===== config.mk =====
export PLATFORM = sky130hd
export DESIGN_NAME = full_step_stepper_sequencer_unit_flat
export DESIGN_NICKNAME = d
export VERILOG_FILES = /design/src/design/fsss_pkg.sv /design/src/design/fsss_in_if.sv /design/src/design/fsss_out_if.sv /design/src/design/fsss_cfg.sv /design/src/design/fsss_ctrl.sv /design/src/design/full_step_stepper_sequencer_unit.sv /design/src/flat_wrapper.sv
export SDC_FILE = /design/constraint.sdc
export NUM_CORES = 1
export LEC_CHECK = 0
export BUFFER_PORTS_ARGS = -buffer_cell sky130_fd_sc_hd__buf_2
export CORE_MARGIN = 3
export CORE_UTILIZATION = 43
export DETAILED_ROUTE_END_ITERATION = 8
export GPL_TIMING_DRIVEN = 0
export HOLD_SLACK_MARGIN = 0.1
export PLACE_DENSITY = 0.73
export SYNTH_ARGS = -nofsm -noshare
export SYNTH_HDL_FRONTEND = slang
export SYNTH_SLANG_ARGS = --single-unit

===== constraint.sdc =====
create_clock -name clk -period 6.7 [get_ports clk]
set_clock_uncertainty 0.1 [all_clocks]
set_input_delay 1.34 -clock clk [delete_from_list [all_inputs] [get_ports clk]]
set_output_delay 1.34 -clock clk [all_outputs]
set_load 0.02 [all_outputs]

===== src/design/fsss_pkg.sv =====
// Shared constants, codes and types of the full-step stepper sequencer.
// No dependencies; fsss_cfg, fsss_ctrl and the top level refer to this package.
`default_nettype none

package fsss_pkg;

  localparam int STEP_COUNT_BITS_DEF = 32;
  localparam int INTERVAL_BITS_DEF   = 24;
  localparam int WAKE_BITS_DEF       = 16;

  localparam int APB_ADDR_BITS = 3;
  localparam int APB_DATA_BITS = 32;

  localparam logic [31:0] WAKE_TICKS_RESET = 32'd2000;

  // Register index, taken from paddr[2].
  localparam logic REG_WAKE_TICKS = 1'b0;

  typedef enum logic [2:0] {
    CMD_TICK    = 3'd0,
    CMD_ENABLE  = 3'd1,
    CMD_DISABLE = 3'd2,
    CMD_MOVE    = 3'd3,
    CMD_STOP    = 3'd4,
    CMD_RELEASE = 3'd5
  } cmd_t;

  typedef enum logic [2:0] {
    ST_NONE      = 3'd0,
    ST_OK        = 3'd1,
    ST_FAIL      = 3'd2,
    ST_BAD_STATE = 3'd3,
    ST_BAD_ARG   = 3'd4,
    ST_BUSY      = 3'd5
  } status_t;

  typedef struct packed {
    logic [3:0] coils;
    logic       sleep_n;
    logic       enabled;
    logic       moving;
    logic       fault;
    status_t    status;
  } result_t;

  // Full-step drive pattern: bit0 AIN1, bit1 AIN2, bit2 BIN2, bit3 BIN1.
  function automatic logic [3:0] coil_pattern(input logic [1:0] phase);
    logic [3:0] pat;
    case (phase)
      2'd0: pat = 4'h9;
      2'd1: pat = 4'hA;
      2'd2: pat = 4'h6;
      2'd3: pat = 4'h5;
      default: pat = 4'h0;
    endcase
    return pat;
  endfunction

endpackage

`default_nettype wire


===== src/design/fsss_in_if.sv =====
// Command channel of the stepper sequencer: valid, ready and one command word.
// Depends on nothing but its parameters.
`default_nettype none

interface fsss_in_if #(
  parameter int STEP_COUNT_BITS = 32,
  parameter int INTERVAL_BITS   = 24
);
  logic                       valid;
  logic                       ready;
  logic [2:0]                 cmd;
  logic                       fault_n;
  logic [STEP_COUNT_BITS-1:0] step_count;
  logic                       direction;
  logic [INTERVAL_BITS-1:0]   interval_ticks;

  modport source (
    output valid, cmd, fault_n, step_count, direction, interval_ticks,
    input  ready
  );
  modport sink (
    input  valid, cmd, fault_n, step_count, direction, interval_ticks,
    output ready
  );
endinterface

`default_nettype wire


===== src/design/fsss_out_if.sv =====
// Result channel of the stepper sequencer: valid, ready and one result word.
// Fixed widths; no dependencies.
`default_nettype none

interface fsss_out_if;
  logic       valid;
  logic       ready;
  logic [3:0] coils;
  logic       sleep_n;
  logic       enabled;
  logic       moving;
  logic       fault;
  logic [2:0] status;

  modport source (
    output valid, coils, sleep_n, enabled, moving, fault, status,
    input  ready
  );
  modport sink (
    input  valid, coils, sleep_n, enabled, moving, fault, status,
    output ready
  );
endinterface

`default_nettype wire


===== src/design/fsss_cfg.sv =====
// APB-style register file of the stepper sequencer (wake_ticks only).
// Depends on fsss_pkg.
`default_nettype none

module fsss_cfg #(
  parameter int WAKE_BITS = fsss_pkg::WAKE_BITS_DEF
) (
  input  wire logic                               clk,
  input  wire logic                               rst,
  input  wire logic                               psel,
  input  wire logic                               penable,
  input  wire logic                               pwrite,
  input  wire logic [fsss_pkg::APB_ADDR_BITS-1:0] paddr,
  input  wire logic [fsss_pkg::APB_DATA_BITS-1:0] pwdata,
  output logic      [fsss_pkg::APB_DATA_BITS-1:0] prdata,
  output logic                                    pready,
  output logic      [WAKE_BITS-1:0]               wake_ticks
);

  logic wr_en;

  assign pready = 1'b1;
  assign wr_en  = psel && penable && pwrite && pready;

  always_ff @(posedge clk) begin
    if (rst) begin
      wake_ticks <= fsss_pkg::WAKE_TICKS_RESET[WAKE_BITS-1:0];
    end else if (wr_en && (paddr[2] == fsss_pkg::REG_WAKE_TICKS)) begin
      wake_ticks <= pwdata[WAKE_BITS-1:0];
    end
  end

  always_comb begin
    if (paddr[2] == fsss_pkg::REG_WAKE_TICKS) begin
      prdata = {{(fsss_pkg::APB_DATA_BITS-WAKE_BITS){1'b0}}, wake_ticks};
    end else begin
      prdata = '0;
    end
  end

endmodule

`default_nettype wire


===== src/design/fsss_ctrl.sv =====
// Sequencer state and its next-state decision for one command word.
// Depends on fsss_pkg; produces the result word that the top level registers.
`default_nettype none

module fsss_ctrl #(
  parameter int STEP_COUNT_BITS = fsss_pkg::STEP_COUNT_BITS_DEF,
  parameter int INTERVAL_BITS   = fsss_pkg::INTERVAL_BITS_DEF,
  parameter int WAKE_BITS       = fsss_pkg::WAKE_BITS_DEF
) (
  input  wire logic                       clk,
  input  wire logic                       rst,
  input  wire logic                       accept,
  input  wire logic [2:0]                 cmd,
  input  wire logic                       fault_n,
  input  wire logic [STEP_COUNT_BITS-1:0] step_count,
  input  wire logic                       direction,
  input  wire logic [INTERVAL_BITS-1:0]   interval_ticks,
  input  wire logic [WAKE_BITS-1:0]       wake_ticks,
  output fsss_pkg::result_t               res
);

  logic                       enabled_flag, enabled_flag_next;
  logic                       waking_flag, waking_flag_next;
  logic [WAKE_BITS-1:0]       wake_count, wake_count_next;
  logic                       moving_flag, moving_flag_next;
  logic                       move_dir, move_dir_next;
  logic [STEP_COUNT_BITS-1:0] steps_left, steps_left_next;
  logic [INTERVAL_BITS-1:0]   interval_reload, interval_reload_next;
  logic [INTERVAL_BITS-1:0]   interval_count, interval_count_next;
  logic [1:0]                 phase, phase_next;
  logic                       phase_valid, phase_valid_next;
  logic                       fault_latch, fault_latch_next;
  logic                       prev_fault_n;

  logic                       latch_hit;
  logic                       fault_on;
  logic [WAKE_BITS-1:0]       wake_dec;
  logic [INTERVAL_BITS-1:0]   ivl_dec;
  logic                       step_en;
  logic                       step_dir;
  logic [STEP_COUNT_BITS-1:0] step_src;
  logic [INTERVAL_BITS-1:0]   reload_src;
  fsss_pkg::status_t          res_status;

  // The falling edge of the fault pin is latched before anything else.
  assign latch_hit = fault_latch || (prev_fault_n && !fault_n);
  assign fault_on  = !fault_n || latch_hit;
  assign wake_dec  = (wake_count != '0) ? wake_count - 1'b1 : '0;
  assign ivl_dec   = (interval_count != '0) ? interval_count - 1'b1 : '0;

  always_comb begin
    enabled_flag_next    = enabled_flag;
    waking_flag_next     = waking_flag;
    wake_count_next      = wake_count;
    moving_flag_next     = moving_flag;
    move_dir_next        = move_dir;
    steps_left_next      = steps_left;
    interval_reload_next = interval_reload;
    interval_count_next  = interval_count;
    phase_next           = phase;
    phase_valid_next     = phase_valid;
    fault_latch_next     = latch_hit;
    res_status           = fsss_pkg::ST_NONE;
    step_en              = 1'b0;
    step_dir             = move_dir;
    step_src             = steps_left;
    reload_src           = interval_reload;

    if (moving_flag && fault_on) begin
      // A fault ends the move and shuts the driver; the command is dropped.
      enabled_flag_next = 1'b0;
      waking_flag_next  = 1'b0;
      wake_count_next   = '0;
      moving_flag_next  = 1'b0;
      phase_valid_next  = 1'b0;
      res_status        = fsss_pkg::ST_FAIL;
    end else begin
      case (cmd)
        fsss_pkg::CMD_TICK: begin
          if (waking_flag) begin
            wake_count_next = wake_dec;
            if (wake_dec == '0) begin
              waking_flag_next = 1'b0;
              if (fault_on) begin
                enabled_flag_next = 1'b0;
                moving_flag_next  = 1'b0;
                phase_valid_next  = 1'b0;
                res_status        = fsss_pkg::ST_FAIL;
              end else begin
                enabled_flag_next = 1'b1;
                phase_valid_next  = 1'b0;
                res_status        = fsss_pkg::ST_OK;
              end
            end
          end else if (moving_flag) begin
            interval_count_next = ivl_dec;
            if (ivl_dec == '0) begin
              if (steps_left == '0) begin
                moving_flag_next = 1'b0;
                res_status       = fsss_pkg::ST_OK;
              end else begin
                step_en = 1'b1;
              end
            end
          end
        end
        fsss_pkg::CMD_ENABLE: begin
          if (waking_flag || moving_flag) begin
            res_status = fsss_pkg::ST_BUSY;
          end else if (!fault_n) begin
            enabled_flag_next = 1'b0;
            waking_flag_next  = 1'b0;
            wake_count_next   = '0;
            phase_valid_next  = 1'b0;
            res_status        = fsss_pkg::ST_FAIL;
          end else begin
            fault_latch_next = 1'b0;
            phase_valid_next = 1'b0;
            if (wake_ticks == '0) begin
              // A zero wake delay completes at once, with the latch clear.
              enabled_flag_next = 1'b1;
              wake_count_next   = '0;
              res_status        = fsss_pkg::ST_OK;
            end else begin
              waking_flag_next = 1'b1;
              wake_count_next  = wake_ticks;
            end
          end
        end
        fsss_pkg::CMD_DISABLE: begin
          enabled_flag_next = 1'b0;
          waking_flag_next  = 1'b0;
          wake_count_next   = '0;
          moving_flag_next  = 1'b0;
          phase_valid_next  = 1'b0;
          res_status        = fsss_pkg::ST_OK;
        end
        fsss_pkg::CMD_MOVE: begin
          if (step_count == '0) begin
            res_status = fsss_pkg::ST_OK;
          end else if (interval_ticks == '0) begin
            res_status = fsss_pkg::ST_BAD_ARG;
          end else if (waking_flag || moving_flag) begin
            res_status = fsss_pkg::ST_BUSY;
          end else if (!enabled_flag) begin
            res_status = fsss_pkg::ST_BAD_STATE;
          end else if (!fault_n) begin
            enabled_flag_next = 1'b0;
            wake_count_next   = '0;
            phase_valid_next  = 1'b0;
            res_status        = fsss_pkg::ST_FAIL;
          end else begin
            // Pin high clears the latch, so the move starts.
            fault_latch_next     = 1'b0;
            moving_flag_next     = 1'b1;
            move_dir_next        = direction;
            interval_reload_next = interval_ticks;
            step_en              = 1'b1;
            step_dir             = direction;
            step_src             = step_count;
            reload_src           = interval_ticks;
          end
        end
        fsss_pkg::CMD_STOP, fsss_pkg::CMD_RELEASE: begin
          res_status       = moving_flag ? fsss_pkg::ST_BAD_STATE : fsss_pkg::ST_OK;
          moving_flag_next = 1'b0;
          if (cmd == fsss_pkg::CMD_RELEASE) begin
            phase_valid_next = 1'b0;
          end
        end
        default: begin
        end
      endcase
    end

    if (step_en) begin
      if (!phase_valid) begin
        phase_next = step_dir ? 2'd3 : 2'd0;
      end else begin
        phase_next = phase + (step_dir ? 2'd3 : 2'd1);
      end
      phase_valid_next    = 1'b1;
      steps_left_next     = step_src - 1'b1;
      interval_count_next = reload_src;
    end
  end

  always_comb begin
    res.coils   = phase_valid_next ? fsss_pkg::coil_pattern(phase_next) : 4'h0;
    res.sleep_n = enabled_flag_next || waking_flag_next;
    res.enabled = enabled_flag_next;
    res.moving  = moving_flag_next;
    res.fault   = !fault_n || fault_latch_next;
    res.status  = res_status;
  end

  always_ff @(posedge clk) begin
    if (rst) begin
      enabled_flag    <= 1'b0;
      waking_flag     <= 1'b0;
      wake_count      <= '0;
      moving_flag     <= 1'b0;
      move_dir        <= 1'b0;
      steps_left      <= '0;
      interval_reload <= '0;
      interval_count  <= '0;
      phase           <= 2'd0;
      phase_valid     <= 1'b0;
      fault_latch     <= 1'b0;
      prev_fault_n    <= 1'b1;
    end else if (accept) begin
      enabled_flag    <= enabled_flag_next;
      waking_flag     <= waking_flag_next;
      wake_count      <= wake_count_next;
      moving_flag     <= moving_flag_next;
      move_dir        <= move_dir_next;
      steps_left      <= steps_left_next;
      interval_reload <= interval_reload_next;
      interval_count  <= interval_count_next;
      phase           <= phase_next;
      phase_valid     <= phase_valid_next;
      fault_latch     <= fault_latch_next;
      prev_fault_n    <= fault_n;
    end
  end

  a_move_needs_enable: assert property (@(posedge clk) disable iff (rst)
    moving_flag |-> (enabled_flag && !waking_flag && phase_valid))
    else $error("move in progress without an enabled, energized driver");

  a_fail_disables: assert property (@(posedge clk) disable iff (rst)
    (accept && (res.status == fsss_pkg::ST_FAIL)) |=> (!enabled_flag && !moving_flag))
    else $error("fail status left the driver enabled");

  a_fault_edge_latched: assert property (@(posedge clk) disable iff (rst)
    (accept && prev_fault_n && !fault_n) |=> fault_latch)
    else $error("falling fault edge not latched");

  a_wake_count_idle: assert property (@(posedge clk) disable iff (rst)
    !waking_flag |-> (wake_count == '0))
    else $error("wake counter running outside a wake sequence");

endmodule

`default_nettype wire


===== src/design/full_step_stepper_sequencer_unit.sv =====
// Top level of the full-step stepper sequencer: command and result channels,
// APB-style register port. Depends on fsss_pkg, fsss_in_if, fsss_out_if,
// fsss_cfg and fsss_ctrl.
`default_nettype none

// Each command word (a 1 us tick or a command, with the sampled fault pin)
// yields exactly one result word holding the coil drive, sleep_n, enabled,
// moving, fault and a status code. The decision for a word is made
// combinationally from the registered sequencer state, so a word is accepted
// in every cycle and its result appears in the output register in the next
// cycle; the only thing that holds the command channel is a full output
// register whose word is not taken in the same cycle. The wake delay and
// the step interval are counted in tick words, not in clock cycles, so the
// rate of motion is set entirely by the tick stream. The wake_ticks register
// (byte address 0, reset 2000) is written through the APB port; write it
// only while no command is in flight. There is no clearing pass after reset.
module full_step_stepper_sequencer_unit #(
  parameter int STEP_COUNT_BITS = fsss_pkg::STEP_COUNT_BITS_DEF,
  parameter int INTERVAL_BITS   = fsss_pkg::INTERVAL_BITS_DEF,
  parameter int WAKE_BITS       = fsss_pkg::WAKE_BITS_DEF
) (
  input  wire logic                               clk,
  input  wire logic                               rst,
  fsss_in_if.sink                                 item,
  fsss_out_if.source                              result,
  input  wire logic                               psel,
  input  wire logic                               penable,
  input  wire logic                               pwrite,
  input  wire logic [fsss_pkg::APB_ADDR_BITS-1:0] paddr,
  input  wire logic [fsss_pkg::APB_DATA_BITS-1:0] pwdata,
  output logic      [fsss_pkg::APB_DATA_BITS-1:0] prdata,
  output logic                                    pready
);

  logic                 accept;
  logic                 out_valid;
  logic [WAKE_BITS-1:0] wake_ticks;
  fsss_pkg::result_t    res;
  fsss_pkg::result_t    result_q;

  // The output register parts the two sides: a new word enters whenever
  // the held result is gone or is being taken right now.
  assign item.ready = !out_valid || result.ready;
  assign accept     = item.valid && item.ready;

  fsss_cfg #(
    .WAKE_BITS (WAKE_BITS)
  ) u_cfg (
    .clk        (clk),
    .rst        (rst),
    .psel       (psel),
    .penable    (penable),
    .pwrite     (pwrite),
    .paddr      (paddr),
    .pwdata     (pwdata),
    .prdata     (prdata),
    .pready     (pready),
    .wake_ticks (wake_ticks)
  );

  fsss_ctrl #(
    .STEP_COUNT_BITS (STEP_COUNT_BITS),
    .INTERVAL_BITS   (INTERVAL_BITS),
    .WAKE_BITS       (WAKE_BITS)
  ) u_ctrl (
    .clk            (clk),
    .rst            (rst),
    .accept         (accept),
    .cmd            (item.cmd),
    .fault_n        (item.fault_n),
    .step_count     (item.step_count),
    .direction      (item.direction),
    .interval_ticks (item.interval_ticks),
    .wake_ticks     (wake_ticks),
    .res            (res)
  );

  // Valid flag is control state; the held word itself needs no reset.
  always_ff @(posedge clk) begin
    if (rst) begin
      out_valid <= 1'b0;
    end else if (accept) begin
      out_valid <= 1'b1;
    end else if (result.ready) begin
      out_valid <= 1'b0;
    end
  end

  always_ff @(posedge clk) begin
    if (accept) begin
      result_q <= res;
    end
  end

  assign result.valid   = out_valid;
  assign result.coils   = result_q.coils;
  assign result.sleep_n = result_q.sleep_n;
  assign result.enabled = result_q.enabled;
  assign result.moving  = result_q.moving;
  assign result.fault   = result_q.fault;
  assign result.status  = result_q.status;

endmodule

`default_nettype wire

===== src/flat_wrapper.sv =====
// flat-port wrapper written by rule: the top's interface ports become plain ports
module full_step_stepper_sequencer_unit_flat 
#(
  parameter int STEP_COUNT_BITS = fsss_pkg::STEP_COUNT_BITS_DEF,
  parameter int INTERVAL_BITS   = fsss_pkg::INTERVAL_BITS_DEF,
  parameter int WAKE_BITS       = fsss_pkg::WAKE_BITS_DEF
)
  (clk, rst, psel, penable, pwrite, paddr, pwdata, prdata, pready, item_valid, item_cmd, item_fault_n, item_step_count, item_direction, item_interval_ticks, item_ready, result_valid, result_coils, result_sleep_n, result_enabled, result_moving, result_fault, result_status, result_ready);
  fsss_in_if #(.STEP_COUNT_BITS(STEP_COUNT_BITS), .INTERVAL_BITS(INTERVAL_BITS)) item_i ();
  fsss_out_if result_i ();
  input  wire logic clk;
  input  wire logic rst;
  input  wire logic psel;
  input  wire logic penable;
  input  wire logic pwrite;
  input  wire logic [fsss_pkg::APB_ADDR_BITS-1:0] paddr;
  input  wire logic [fsss_pkg::APB_DATA_BITS-1:0] pwdata;
  output logic      [fsss_pkg::APB_DATA_BITS-1:0] prdata;
  output logic pready;
  input wire logic [$bits(item_i.valid)-1:0] item_valid;
  input wire logic [$bits(item_i.cmd)-1:0] item_cmd;
  input wire logic [$bits(item_i.fault_n)-1:0] item_fault_n;
  input wire logic [$bits(item_i.step_count)-1:0] item_step_count;
  input wire logic [$bits(item_i.direction)-1:0] item_direction;
  input wire logic [$bits(item_i.interval_ticks)-1:0] item_interval_ticks;
  output wire logic [$bits(item_i.ready)-1:0] item_ready;
  output wire logic [$bits(result_i.valid)-1:0] result_valid;
  output wire logic [$bits(result_i.coils)-1:0] result_coils;
  output wire logic [$bits(result_i.sleep_n)-1:0] result_sleep_n;
  output wire logic [$bits(result_i.enabled)-1:0] result_enabled;
  output wire logic [$bits(result_i.moving)-1:0] result_moving;
  output wire logic [$bits(result_i.fault)-1:0] result_fault;
  output wire logic [$bits(result_i.status)-1:0] result_status;
  input wire logic [$bits(result_i.ready)-1:0] result_ready;
  assign item_i.valid = item_valid;
  assign item_i.cmd = item_cmd;
  assign item_i.fault_n = item_fault_n;
  assign item_i.step_count = item_step_count;
  assign item_i.direction = item_direction;
  assign item_i.interval_ticks = item_interval_ticks;
  assign item_ready = item_i.ready;
  assign result_valid = result_i.valid;
  assign result_coils = result_i.coils;
  assign result_sleep_n = result_i.sleep_n;
  assign result_enabled = result_i.enabled;
  assign result_moving = result_i.moving;
  assign result_fault = result_i.fault;
  assign result_status = result_i.status;
  assign result_i.ready = result_ready;
  full_step_stepper_sequencer_unit #(.STEP_COUNT_BITS(STEP_COUNT_BITS), .INTERVAL_BITS(INTERVAL_BITS), .WAKE_BITS(WAKE_BITS)) u_core (.clk(clk), .rst(rst), .item(item_i), .result(result_i), .psel(psel), .penable(penable), .pwrite(pwrite), .paddr(paddr), .pwdata(pwdata), .prdata(prdata), .pready(pready));
endmodule

==> flow_metrics.tcl, run 1 <==
set metrics [dict create \
    worstSetupPathType "input port to register" \
    ys_seq_elements 133 \
    worst_pin_slew_ns 1.30 \
    p_seq_share_pct 36.9 \
    core.rowCount 53 \
    die_x_um 153 \
    swShare_pct 31.8 \
    cts_tree "done" \
    switching_power_mw 0.726 \
    drtIter0Drc 1479 \
    grt_pass1_vias 10200 \
    ios 149 \
    clock_path_buffers 2 \
    r2r_start "u_core.u_ctrl.moving_flag" \
    period_minus_slack_ns 6.35 \
    diodes 0 \
    core_area_mm2 0.0211 \
    leakagePower_nw 4.15 \
    ctsRootBufferMaster "clkbuf_16" \
    postCtsHoldBufs 0 \
    die_area_mm2 0.0233 \
    drt-wirelength-per-cell_um 21.7 \
    postSynthCellCount 1242 \
    fin_util_pct 51.4 \
    cts_sinks 133 \
    yosysWarnings 0 \
    dpl.hpwl_mm 25.8 \
    maxSlewViolCount 0 \
    routed_wl_mm 36.3 \
    worstSkewPairLatency_ns 0.44 \
    synth_edf_count 11 \
    cts.clk_slew.worst_paths_ns 0.06 \
    grt_max_degree 21 \
    start_util_pct 43.9 \
    rsz0062_at_grt "no" \
    place_congestion 1.00 \
    combPwrFrac_pct 21.4 \
    report.final.hold_viol_count 0 \
    syn_avg_cell_area_um2 7.46 \
    synth-main-ff-cell "dfxtp_1" \
    die_h_um 153 \
    grt_overflow 0 \
    area_growth_pct 17.1 \
    fin_ws_ns 0.346 \
    drive_gt1_share_pct 14.5 \
    required_ns 6.98 \
    nNetsFinal 1499 \
    grt_usage_pct 29.6 \
    antenna_found_initial 1 \
    grt_pass1_wl_mm 55.9 \
    period_share_pct 94.8 \
    startpoint_type "input port" \
    clock_power_share_pct 41.7 \
    syn-cell-area_mm2 0.00926 \
    vias 11000 \
    detail-route-antenna-nets 0 \
    ctsHtreeMaxLevel 4 \
    status "completed" \
    numPortBuffers 111 \
    arrival_ns 6.63 \
    ys_seq_area_share_pct 29.9 \
    fmax_mhz 157 \
    p_per_area_mw_per_mm2 211 \
    end_kind "register" \
    dr.pass1.iters 5 \
    cts_buffers 17 \
    min_from "u_core.u_ctrl.interval_reload[17]" \
    worstHoldPathType "register to register" \
    async_flop_share_pct 0 \
    vdd_ir_drop_max_mv 0.154 \
    routed_via_density 6.56 \
    p_int_mw 1.56 \
    setup_viol 0 \
    path_max_fanout 19 \
    drv_cap 0 \
    place_ws_ns -1.08 \
    drc 0 \
    slew_headroom_pct 12.6 \
    synth_cell_types 81 \
    critPathLaunch "item_step_count[2]" \
]
==> cells in the mapped netlist (all sizes together), types with 12 or more instances <==
cell type	n	share of area [%]
nand3	32	1.9
or4	32	2.7
o211ai	20	1.6
nor2b	25	1.7
o41ai	12	1.2
nor3	48	2.6
mux2i	12	1.3
buf	38	2.4
xnor2	19	1.8
or3	35	2.4
o21ai	52	2.9
a211oi	17	1.4
a22o	17	1.6
nand2b	13	0.88
nand4	21	1.6
nor2	92	3.7
o31ai	13	1.2
a21oi	102	5.5
dfxtp	122	26
a31oi	33	2.3
nor4	38	2.7
nand2	180	7.3
clkbuf	68	2.8
inv	22	0.89
==> power by group through the flow <==
stage	logic [mW]	registers [mW]	clock network, mW
2_1_floorplan	0.316	0.859	0
4_1_cts	0.472	0.841	0.948
3_5_place_dp	0.468	0.859	0
3_3_place_gp	0.463	0.858	0
5_1_grt	0.526	0.844	0.984
6_report	0.489	0.843	0.954
==> layout make-up <==
type	instances	area, µm²
buffer	105	480
inverter	22	82.6
fill	2124	10200
timing repair buffer	114	576
multi-input combinational	996	6010
tap	275	344
clock buffer	19	454
sequential	133	2770
clock inverter	12	128
==> sequential cells by signal (all words and copies together), names as in the netlist <==
signal                         cells
u_core.result.sleep_n              1
u_core.u_ctrl.prev_fault_n         1
u_core.u_ctrl.enabled_flag         1
u_core.u_ctrl.interval_reload     24
u_core.result.moving               1
u_core.result.valid                1
u_core.result.fault                1
u_core.result.enabled              1
u_core.u_ctrl.wake_count          16
u_core.u_ctrl.steps_left          32
u_core.u_ctrl.interval_count      24
u_core.result.coils                4
u_core.result.status               3
u_core.u_ctrl.waking_flag          1
u_core.u_ctrl.fault_latch          1
u_core.u_ctrl.phase_valid          1
u_core.u_ctrl.phase                2
u_core.u_ctrl.moving_flag          1
u_core.u_ctrl.move_dir             1
u_core.u_cfg.wake_ticks           16
==> metal layers <==
layer	GRT usage (%)	wire (µm)	vias to the layer above
met5	0	20	-
met4	13.0	1890	2
met3	8.15	4600	157
met2	46.0	15900	783
met1	38.6	13900	5104
li1	-	-	4955
==> metrics by stage <==
stage	setup TNS (ns)	std cells	total power [mW]	hold WS (ns)	cell area, µm²
after floorplan	0	1257	1.18	0.332	9320
after global placement	-7.50	1643	1.32	0.339	10200
after detailed placement	-7.88	1644	1.33	0.344	10200
after CTS	0	1675	2.26	0.351	10800
after global routing	0	1676	2.35	0.377	10800
final	0	1676	2.29	0.353	10800
==> worst max-delay path, cell delays in order <==
cell,delay [ns]
buf_2,0.12
nor3_1,0.51
nand3_1,0.41
nor4_4,0.40
nor2_1,0.09
clkbuf_2,0.30
buf_2,0.40
mux2i_1,0.32
ha_1,0.20
clkbuf_1,0.34
nand4b_1,0.37
or3_1,0.49
or4_1,0.45
or4_1,0.44
nand2_1,0.15
o2111ai_1,0.16
nand3_1,0.14
==> final timing paths <==
| check | to | slack (ns) | cells after the start |
|---|---|---|---|
| setup / recovery | u_core.u_ctrl.steps_left[26] | 0.35 | 17 |
| hold / removal | u_core.u_ctrl.interval_reload[17] | 0.35 | 2 |
| setup reg to reg | u_core.u_ctrl.steps_left[26] | 0.98 | 17 |
| hold reg to reg | u_core.u_ctrl.interval_reload[17] | 0.35 | 2 |
==> repair_timing <==
item / 4_1_cts / 5_1_grt
endpoints found under the setup margin: 9 / 3
buffers inserted: 1 / 1
pin swaps: 1 / 1
hold endpoints to repair: 0 / 0
gates resized for setup: 4 / 3
==> cells by family after synthesis <==
group	count (synthesis)	synth area share, %
AOI/OAI and AO/OA	356	26.0
xor gates and xnor gates	28	2.65
adders and majority gates	7	0.946
buffers and inverters	128	6.09
DFF	133	29.9
muxes	17	1.90
other	2	0.0811
and+or+nand+nor	571	32.3
==> cells in the final DEF, fill, tap and decap left out, types with 34 or more instances in the layout <==
| master | instances |
|---|---|
| a21oi_1 | 102 |
| buf_2 | 123 |
| clkbuf_1 | 67 |
| dfxtp_1 | 122 |
| nand2_1 | 180 |
| nor2_1 | 92 |
| nor3_1 | 48 |
| nor4_1 | 35 |
| o21ai_0 | 50 |
| or3_1 | 34 |
No activity file was read; power rests on OpenSTA's default activity.
==> run 2: changes to the inputs <==
- CORE_ASPECT_RATIO: unset -> 0.5
- SKIP_LAST_GASP: unset -> 1
==> flow_metrics.tcl, run 2 (synthesized netlist as in run 1, its figures left out) <==
set metrics [dict create \
    multi_input_area_mm2 0.00602 \
    start_util_pct 44.5 \
    largest-register "u_core.u_ctrl.steps_left" \
    r2r_slack_ns 0.87 \
    clock_power_share_pct 40.5 \
    place_inst 1641 \
    arrival_ns 6.61 \
    report.final.hold_viol_count 0 \
    status "completed" \
    largest_register_ffs 32 \
    crit_path_cell_trace "clkbuf_1, and3b_1, and4_1, o21ai_4, nor2_2, buf_2, clkbuf_2, mux2i_1, ha_1, clkbuf_1, nor3b_1, and3_1, nand4_1, a21oi_1, o22ai_1, nor4_1, mux2i_1, a21oi_1" \
    layout_common_cells "180 x nand2_1, 122 x buf_2, 122 x dfxtp_1, 102 x a21oi_1, 91 x nor2_1" \
    cts.clk_slew.worst_paths_ns 0.07 \
    path_max_fanout 11 \
    grt_pass1_vias 10000 \
    p_seq_share_pct 37.5 \
    grt_max_degree 21 \
    grt_usage_pct 31.9 \
    area_growth_pct 17.0 \
    worstHoldPathType "register to register" \
    instances_no_fill 1677 \
    mostFrequentLayoutCell "nand2_1" \
    reg_top3 "u_core.u_ctrl.steps_left: 32 flops, u_core.u_ctrl.interval_count: 24 flops, u_core.u_ctrl.interval_reload: 24 flops" \
    cts_sinks 133 \
    core.rowCount 37 \
    numPortBuffers 111 \
    final.setup.tns_ns 0 \
    core_area_mm2 0.0208 \
    p_int_mw 1.47 \
    drv_cap 0 \
    path_delay_family "simple AND/OR/NAND/NOR gates" \
    die_area_mm2 0.0234 \
    startpoint_type "input port" \
    cts_buffers 17 \
    worstSetupPathType "input port to register" \
    grt_pass1_wl_mm 56.6 \
    p_per_area_mw_per_mm2 207 \
    clock_path_buffers 2 \
    period_minus_slack_ns 6.40 \
    end_kind "register" \
    worst_pin_slew_ns 1.31 \
    seqCellArea_mm2 0.00277 \
    diodes 0 \
    cts_tree "done" \
    fill_cells 2065 \
    detail-route-antenna-nets 0 \
    vdd_ir_drop_max_mv 0.160 \
    switching_power_mw 0.775 \
    die_x_um 214 \
    routed_wl_mm 38.2 \
    crit_path_top_delay_cell "nor2_2" \
    routed_via_density 6.61 \
    drtIter0Drc 1648 \
    swShare_pct 34.5 \
    ios 149 \
    ctsRootBufferMaster "clkbuf_16" \
    maxSlewViolCount 0 \
    drt-wirelength-per-cell_um 22.8 \
    setup_viol 0 \
    rsz0062_at_grt "no" \
    grt_overflow 0 \
    dpl.hpwl_mm 27.9 \
    dr.pass1.iters 8 \
    drive_gt1_share_pct 14.9 \
    antenna_found_initial 0 \
    fin_util_pct 52.0 \
    die_h_um 110 \
    ctsHtreeMaxLevel 4 \
    slew_headroom_pct 12.7 \
    required_ns 6.90 \
    crit_buf_inv 4 \
    fmax_mhz 156 \
    power.total_mw 2.25 \
    postCtsHoldBufs 0 \
    max_stage_delay_ns 0.63 \
    place_congestion 0.986 \
    worstSkewPairLatency_ns 0.45 \
    leakagePower_nw 4.13 \
    nNetsFinal 1501 \
    period_share_pct 95.6 \
    drc 0 \
    combPwrFrac_pct 22.0 \
    vias 11100 \
]
-- run 2: changes by cell type in the layout (fill, tap and decap cells not counted), sizes merged --
| cell | change |
|---|---|
| buf | +2 |
| bufinv | -2 |
| clkbuf | -2 |
| clkinv | -1 |
| clkinvlp | +2 |
| inv | +4 |
-- run 2: worst reg2reg max path, delay by kind of cell (launching register included) --
| kind | cells | cell delay (ns) |
|---|---|---|
| flip-flops | 1 | 0.31 |
| adder cells (fa/ha/maj) | 1 | 0.17 |
| buffers and inverters | 4 | 1.38 |
| multiplexers | 2 | 0.51 |
| AO/OA/AOI/OAI | 4 | 0.64 |
| AND/OR/NAND/NOR | 7 | 2.59 |
-- run 2: worst paths after layout --
path,depth (start not counted),end,from
setup reg to reg,18,u_core.u_ctrl.steps_left[30],u_core.u_ctrl.moving_flag
hold reg to reg,2,u_core.u_ctrl.interval_reload[21],u_core.u_ctrl.interval_reload[21]
setup / recovery,18,u_core.u_ctrl.steps_left[30],item_cmd[0]
hold / removal,2,u_core.u_ctrl.interval_reload[21],u_core.u_ctrl.interval_reload[21]
-- run 2: final cells by class --
class	instances	area share, %
Clock buffer	17	3.93
Multi-Input combinational cell	996	55.5
Sequential cell	133	25.6
Timing Repair Buffer	116	5.47
Buffer	105	4.43
Tap cell	273	3.15
Clock inverter	15	1.13
Inverter	22	0.762
-- run 2: through the flow --
step	setup slack (ns)	instance area (µm²)	hold slack, ns
6_report	0.295	10800	0.352
3_5_place_dp	-0.960	10200	0.342
3_3_place_gp	-0.899	10200	0.338
4_1_cts	0.0337	10800	0.352
5_1_grt	0.105	10800	0.369
2_1_floorplan	0.817	9320	0.332
-- run 2: power groups by stage --
stage / registers, mW / clock network [mW] / logic [mW]
6_report: 0.844 / 0.909 / 0.494
5_1_grt: 0.845 / 0.943 / 0.529
4_1_cts: 0.842 / 0.910 / 0.476
3_5_place_dp: 0.860 / 0 / 0.473
3_3_place_gp: 0.859 / 0 / 0.465
2_1_floorplan: 0.859 / 0 / 0.316
-- run 2: what timing repair did --
| item | CTS | global route |
|---|---|---|
| gates resized for setup | 4 | 4 |
| setup buffers | 0 | 5 |
| pin swaps | 1 | 3 |
| setup endpoints to repair | 8 | 8 |
-- run 2: per-layer routing --
metal,wire length (µm),up-vias,track usage [%]
met5,0,-,0
met4,1380,0,12.3
met3,4970,115,8.84
met2,15900,802,47.1
met1,15900,5206,44.2
li1,-,4959,-
